==> src/hw/rtl/xlzd_pkg.sv <==
// ----------------------------------------------------------------------------
// xlzd_pkg
// Shared types and constants for the keyed LZSS entry decompressor.
// ----------------------------------------------------------------------------
package xlzd_pkg;

   localparam int WIN_BYTES = 4096;
   localparam int WIN_AW    = $clog2(WIN_BYTES);
   localparam int WIN_CW    = $clog2(WIN_BYTES + 1);

   localparam logic [WIN_AW-1:0] WIN_START = WIN_AW'(12'hfee);

   localparam logic [3:0] HDR_LEN   = 4'd8;
   localparam logic [4:0] MATCH_MIN = 5'd3;
   localparam logic [7:0] KEY_RESET = 8'h72;

   // header characters
   localparam logic [7:0] CHR_THREE = 8'h33;  // '3'
   localparam logic [7:0] CHR_SEMI  = 8'h3b;  // ';'
   localparam logic [7:0] CHR_ONE   = 8'h31;  // '1'
   localparam logic [7:0] CHR_ZERO  = 8'h30;  // '0'

   localparam logic [1:0] ST_DATA = 2'd0;
   localparam logic [1:0] ST_OK   = 2'd1;
   localparam logic [1:0] ST_BAD  = 2'd2;

   typedef enum logic [1:0] {
      MODE_NONE,
      MODE_LZSS,
      MODE_PLAIN,
      MODE_BAD
   } mode_type;

   typedef struct packed {
      logic              rd_en;
      logic [WIN_AW-1:0] rd_addr;
      logic              wr_en;
      logic [7:0]        wr_data;
      logic              clear;
   } win_req_type;

   typedef struct packed {
      logic [7:0]  out_byte;
      logic [1:0]  status;
      logic [31:0] produced_count;
      logic        run_last;
   } rsp_item_type;

endpackage

==> src/hw/rtl/xlzd_rsp_fifo.sv <==
// ----------------------------------------------------------------------------
// xlzd_rsp_fifo
// Two-word result queue between the decoder and the rsp channel.
// ----------------------------------------------------------------------------
module xlzd_rsp_fifo (
   input  logic                  clock,
   input  logic                  reset,
   input  logic                  push,
   input  xlzd_pkg::rsp_item_type push_item,
   input  logic                  pop_ready,
   output logic                  head_valid,
   output xlzd_pkg::rsp_item_type head_item,
   output logic [1:0]            count,
   output logic                  pop
);

   xlzd_pkg::rsp_item_type q0_ff, q0_in, q1_ff, q1_in;
   logic [1:0]             cnt_ff, cnt_in;
   logic [1:0]             pos;

   always_comb begin
      pop   = (cnt_ff != 2'd0) && pop_ready;
      q0_in = q0_ff;
      q1_in = q1_ff;
      if (pop) begin
         q0_in = q1_ff;
      end
      pos = cnt_ff - {1'b0, pop};
      if (push) begin
         if (pos == 2'd0) begin
            q0_in = push_item;
         end else begin
            q1_in = push_item;
         end
      end
      cnt_in = cnt_ff + {1'b0, push} - {1'b0, pop};
   end

   always_ff @(posedge clock) begin
      q0_ff <= q0_in;
      q1_ff <= q1_in;
   end

   always_ff @(posedge clock) begin
      if (reset) begin
         cnt_ff <= '0;
      end else begin
         cnt_ff <= cnt_in;
      end
   end

   assign head_valid = (cnt_ff != 2'd0);
   assign head_item  = q0_ff;
   assign count      = cnt_ff;

endmodule

==> config.mk <==
export PLATFORM = sky130hd
export DESIGN_NAME = xlzd_rsp_fifo
export DESIGN_NICKNAME = d
export VERILOG_FILES = /design/src/hw/rtl/xlzd_pkg.sv /design/src/hw/rtl/xlzd_rsp_fifo.sv
export SDC_FILE = /design/constraint.sdc
export NUM_CORES = 1
export LEC_CHECK = 0
export CORE_MARGIN = 2
export CORE_UTILIZATION = 53
export CTS_CLUSTER_SIZE = 25
export DETAILED_ROUTE_END_ITERATION = 10
export DONT_BUFFER_PORTS = 1
export GPL_ROUTABILITY_DRIVEN = 0
export MAX_ROUTING_LAYER = met4
export PLACE_DENSITY = 0.77
export SLEW_MARGIN = 20
export SYNTH_ARGS = -nofsm -noshare
export SYNTH_HDL_FRONTEND = slang
export SYNTH_SLANG_ARGS = --single-unit
==> constraint.sdc <==
create_clock -name clock -period 6.6 [get_ports clock]
set_input_delay 0.33 -clock clock [delete_from_list [all_inputs] [get_ports clock]]
set_output_delay 0.33 -clock clock [all_outputs]
set_load 0.005 [all_outputs]
==> results of run 1 <==
[worst max-delay path: cells and delay by family, from the launching register on]
family | cells | cell delay [ns]
buf+inv | 1 | 0.49
flops | 1 | 0.45
simple gates | 1 | 0.35
compound gates | 1 | 0.18
[cells in the final DEF (no fill, tap or decap), drive strengths merged]
cell	Yosys	routed
a21boi	1	1
a21oi	1	1
and2b	1	1
buf	4	2
clkbuf	4	14
clkinv	0	1
clkinvlp	0	1
dfxtp	45	45
edfxtp	43	43
ha	1	1
inv	2	2
mux2	86	86
nand2	2	2
nand3	1	1
nor2b	1	1
o21ai	2	2
or2	1	1
or2b	1	1
or3	1	1
[cells by family (layout without fill, tap and decap cells)]
family,Yosys count,in the layout
flops,88,88
mux,86,86
buf+inv,10,20
simple gates,8,8
compound gates,4,4
fa+ha+maj,1,1
[routing by layer]
layer  global-route usage [%]  wire [um]  vias up
li1                         -          -      740
met1                    16.73       2006      785
met2                    29.62       2984       56
met3                    7.157        409        6
met4                    6.259         53        0
met5                        -          0        -
[worst max path at each step]
| stage | from | to | slack, ns | cells past startpoint |
|---|---|---|---|---|
| floorplan | count[0] | q1_ff[0] | 2.26 | 2 |
| global placement | count[0] | head_item[15] | 4.48 | 3 |
| detailed placement | count[0] | head_item[2] | 4.32 | 3 |
| CTS | count[0] | head_item[2] | 4.30 | 3 |
| global route | count[0] | q1_ff[25] | 4.61 | 3 |
| finish | count[0] | q1_ff[1] | 4.72 | 3 |
[sequential cells by signal (all words and copies together), names as in the netlist]
signal,flops
head_item,43
q1_ff,43
count,2
[area by class of cell]
type / count / share of cell area [%]
Inverter: 2 / 0.2097
Multi-Input combinational cell: 99 / 30.30
Clock buffer: 14 / 4.858
Timing Repair Buffer: 2 / 0.4194
Sequential cell: 88 / 61.24
Tap cell: 75 / 2.621
Clock inverter: 2 / 0.3495
[cell usage after synthesis]
cell type   n
a21boi_0    1
a21oi_1     1
and2b_1     1
buf_2       3
buf_4       1
clkbuf_8    4
dfxtp_1    45
edfxtp_1   43
ha_1        1
inv_1       2
mux2_2     86
nand2_1     2
nand3_2     1
nor2b_1     1
o21ai_0     1
o21ai_2     1
or2_2       1
or2b_1      1
or3_1       1
[metrics by stage]
stage / cells / area, um^2 / utilization (%)
2_1_floorplan: 197 / 3336 / -
3_3_place_gp: 266 / 3386 / 56.52
3_5_place_dp: 266 / 3386 / 56.52
4_1_cts: 282 / 3572 / 59.63
5_1_grt: 282 / 3580 / 59.75
6_report: 282 / 3580 / 59.75
[report_power, final]
part,total [mW],internal (mW),switching (mW)
Clock,0.339,0.170,0.169
Combinational,0.132,0.0867,0.0457
Sequential,0.676,0.635,0.0412
==> metrics.md, run 1 <==
| Metric | Value |
|---|---|
| Power Dens Cells | 320.5 nW/um^2 |
| Top cell type's share of synthesized area | 38.71% |
| Global Route Usage Sum | 16.93% |
| Cell variety after synth | 19 |
| Hold Path End | count[0] |
| Vias | 1587 |
| Clock latency on the worst-skew pair | 0.33 ns |
| Nets@finish | 250 |
| Wire per inst | 19.34 um |
| Crit Path Category | reg2reg |
| Iter 0 DRT Violations | 53 |
| Postcts setup bufs | 0 |
| WHS | 0.05497 ns |
| TNS Setup | 0 ns |
| Slew Limit Fails | 0 |
| RR Startpoint | count[0] |
| Io pins | between 90 and 100 |
| Worst-Margin Slew | a little over 0.6 ns |
| Mux contribution to synthesized area | 29.03% |
| Synth Area in Adders | less than 1% |
| Post-Syn Nets | 245 |
| Post-DP HPWL | 3813 um |
| Slowest CP cell | buf_4 |
| Die width | 83.34 um |
| Synthesized instance count | 197 |
| Fmax | 0.5312 GHz |
| TritonCTS clock tree | built |
| Total core area | 5991 um^2 |
| Reg-to-reg slack, setup | 4.72 ns |
| Total power after layout | ~1.1 mW |
| Fillers | between 400 and 500 |
| RSZ-0062 raised after global routing | no |
| Leak | 1.286 nW |
| Hold path depth | 1 |
| Via density | 5.628 |
| Max cap viols | 0 |
| Largest family of logic cells by synthesized area | multiplexers |
| Critical Path AT | 1.85 ns |
| Avg Inst Size Synth | 16.93 um^2 |
| Yosys warns | 0 |
| CTS buffer count | 9 |
| Startpoint Class | flop |
| Area taken by multi-input logic gates | 1085 um^2 |
| Initial antenna violation count | 0 |
| Seq/Total Area, Yosys | 65.72% |
| Post-synth top area cell | edfxtp_1 |
| Final WL | 5454 um |
| Setup crit end kind | flop |
| Ordered cell list for the critical path | or2b_1, a21boi_4, buf_4 |
| # setup viols final | 0 |
| Data required time of the worst path | 6.57 ns |
| Hold/Removal Path Class | in2reg |
| Max-slew headroom | 59.02% |
| Reg2reg end | q1_ff[1] |
| Slowest stage delay, CP | between 0.4 and 0.5 ns |
| Reg2Reg Depth | 3 |
| # port buffers | 0 |
| Number of global-route vias before repair | 1744 |
| Synth Area in Compound Gates | 0.7877% |
| CTS HTree Levels | 3 |
| Die height | between 80 and 90 um |
| Final worst slack | about 4.7 ns |
| Grt total ovfl | 0 |
| CTS clk-pin slew, worst paths | roughly 0.08 ns |
| Cell area after synthesis | approximately 3300 um^2 |
| HP Start | reset |
| CTS hold repair buffers | 0 |
| Residual DRC | 0 |
| Area delta synth->final | 7.314% |
| Root buf cell | clkbuf_8 |
| Crit path max fanout | 43 |
| First-pass GRT wire length | 8797 um |
| Clock buffer depth | 2 |
| Initial Util | between 50% and 60% |
| Largest net degree at the start of global routing | 45 |
| Number of placement rows | 28 |
| Tmin final | 1.883 ns |
| #FFs+latches synth | between 80 and 90 |
| # diodes | 0 |
| Clk_skew | 0.006567 ns |
| Final Cycle Share | 28.53% |
| Sink Count | 88 |
| Detailed Routing Iterations Pass 1 | 4 |
| Final hold viol count | 0 |
| Maximum vdd drop | 173.3 uV |
| Status | finished clean |
| Reg area | 2192 um^2 |
| Pre-CTS setup slack | 4.317 ns |
| Synth Area in Simple Gates | 1.538% |
| CTS resizes | 0 |
| Die ar. | between 6000 and 7000 um^2 |
| Largest cells by area after synthesis | edfxtp_1 39%, mux2_2 29%, dfxtp_1 27% |
| Share of cells above drive strength 1 | 50.72% |
| Remaining antenna violation count | 0 |
| Xor/xnor share of the synthesized area | 0% |
Power figures use the tool's default switching activity.
==> inputs of run 2 (changes only) <==
- clock period: 6.6 -> 1.9 ns (I/O delays scaled with it)
==> run 2 against run 1 <==
Effect of this change:
- cell count increased by 17%
- non-clock buffer count up 48
- power increased to 3.9 times the previous value
- combinational power rose to 4.4 times the previous value
- sequential power grew to 3.5 times the previous value
- worst hold slack better by 0.064 ns
- core utilization up 9.5 points
- register-to-register slack lost 4.6 ns
- clock power increased to 4.6 times the previous value
- first-iteration DRC count increased by 98%
- maximum frequency up 3.8%
- flip-flop and latch count is the same
- largest power group unchanged
==> metrics.md, run 2 (same netlist as run 1, synthesis figures left out) <==
| Metric | Value |
|---|---|
| Status | finished clean |
| WHS | 0.1185 ns (+0.06353 ns) |
| Total core area | 5991 um^2 (unchanged) |
| # port buffers | 0 (unchanged) |
| Levels on crit path | 5 (+2) |
| Fillers | 374 (-16%) |
| Final Cycle Share | 95.44% (+67 points) |
| Clock buffer depth | 2 (unchanged) |
| Maximum vdd drop | 735.3 uV (+320%) |
| Reg-to-reg slack, setup | 0.09 ns (-4.63 ns) |
| Max-slew headroom | 77.55% (+19 points) |
| Max cap viols | 0 (unchanged) |
| Io pins | 94 (unchanged) |
| Final WL | 5993 um (+9.9%) |
| Nets@finish | 298 (+19%) |
| CTS buffer count | 9 (unchanged) |
| Share of cells above drive strength 1 | 43.92% (-6.8 points) |
| CP top delay family | buffers and inverters |
| Critical Path AT | 2.05 ns (+0.20 ns) |
| Clk_skew | 0.01175 ns (+0.005186 ns) |
| CTS HTree Levels | 3 (unchanged) |
| Tmin final | 1.813 ns (-0.06933 ns) |
| Post-DP HPWL | 4026 um (+5.6%) |
| Clock latency on the worst-skew pair | 0.35 ns (+0.02 ns) |
| Crit Path Category | reg2reg |
| Sink Count | 88 (unchanged) |
| Ordered cell list for the critical path | or2b_1, nand2_1, ha_1, nor2b_1, dlygate4sd3_1 |
| First-pass GRT wire length | 9715 um (+10%) |
| Detailed Routing Iterations Pass 1 | 4 (unchanged) |
| Slowest CP cell | dlygate4sd3_1 |
| Initial antenna violation count | 0 (unchanged) |
| Number of global-route vias before repair | 2010 (+15%) |
| Startpoint Class | flop |
| Initial Util | 55.68% (unchanged) |
| Leak | 1.533 nW (+19%) |
| Via density | 5.412 (-3.8%) |
| Vias | 1786 (+13%) |
| Data required time of the worst path | 2.14 ns (-4.43 ns) |
| Power Dens Cells | 1079 nW/um^2 (+240%) |
| Final hold viol count | 0 (unchanged) |
| Wire per inst | 18.16 um (-6.1%) |
| RSZ-0062 raised after global routing | no |
| Fmax | 0.5515 GHz (+3.8%) |
| Bufs and invs on worst path | 1 (unchanged) |
| Largest net degree at the start of global routing | 44 (-2.2%) |
| Hold/Removal Path Class | in2reg |
| Setup crit end kind | flop |
| TritonCTS clock tree | built |
| Reg2Reg Depth | 5 (+2) |
| Area delta synth->final | 24.34% |
| Crit path max fanout | 5 (-88%) |
| Number of placement rows | 28 (unchanged) |
| Die height | 83.34 um (unchanged) |
| # diodes | 0 (unchanged) |
| # setup viols final | 0 (unchanged) |
| Worst-Margin Slew | 0.3368 ns (-0.2779 ns) |
| Slew Limit Fails | 0 (unchanged) |
| Most frequent cells in the layout | 86 x mux2_2, 45 x dlygate4sd3_1, 44 x dfxtp_1, 43 x edfxtp_1, 9 x clkbuf_8 |
| Remaining antenna violation count | 0 (unchanged) |
| TNS Setup | 0 ns (unchanged) |
| Core Util, Final | 69.24% (+9.5 points) |
| Die ar. | 6945 um^2 (unchanged) |
| Grt total ovfl | 0 (unchanged) |
| CTS clk-pin slew, worst paths | 0.09 ns (about the same) |
| Hold path depth | 3 (+2) |
| Die width | 83.34 um (unchanged) |
| Slowest stage delay, CP | 0.55 ns (+0.06 ns) |
| Postcts setup bufs | 0 (unchanged) |
| Iter 0 DRT Violations | 105 (+98%) |
| Residual DRC | 0 (unchanged) |
| Global Route Usage Sum | 18.56% (+1.6 points) |
| Commonest non-fill, non-tap cell in the layout | mux2_2 |
| Root buf cell | clkbuf_8 |
run 2: worst paths after layout:
| kind | startpoint | end |
|---|---|---|
| worst max-delay path | count[0] | count[0] |
| worst min-delay path | push | count[1] |
| worst max register to register | count[0] | count[0] |
| worst min register to register | q1_ff[40] | head_item[40] |
run 2: cell type report:
cell class	count	area [um^2]	area share (%)
clock buffer	9	123.9	2.986
clock inverter	7	126.4	3.047
inverter	2	7.507	0.1810
multi-input combinational	99	1077	25.97
sequential	88	2193	52.88
tap	75	93.84	2.262
timing repair buffer	50	525.5	12.67
run 2: power breakdown:
part           internal [mW]  leakage, nW  switching (mW)
Sequential              2.20        0.772           0.144
Clock                  0.889        0.122           0.661
Combinational          0.381        0.640           0.196
run 2: per-stage QoR:
step	cells	worst slack (ns)	total power [mW]	area, um^2
floorplan	197	0.02941	2.763	3347
finish	330	0.08664	4.475	4148
global route	330	0.01983	4.653	4148
detailed placement	269	0.1801	2.889	3446
CTS	330	0.03331	4.521	4146
global placement	269	0.2868	2.829	3446
run 2: repair_timing:
action                     4_1_cts  5_1_grt
hold endpoints to repair        88        0
setup endpoints to repair        0        1
gates resized for setup          0        1
hold buffers                    45        0
run 2: worst min-delay path, stage by stage:
cell and delay [ns]:
ha_1 0.14, or3_1 0.11, a21oi_1 0.07
run 2: metal layers:
metal | up-vias | share of wire [%] | global-route usage (%)
met2 | 74 | 52 | 31.01
met1 | 854 | 37 | 19.45
met5 | - | 0 | -
li1 | 838 | - | -
met4 | 0 | 3.4 | 10.13
met3 | 20 | 7.0 | 5.964
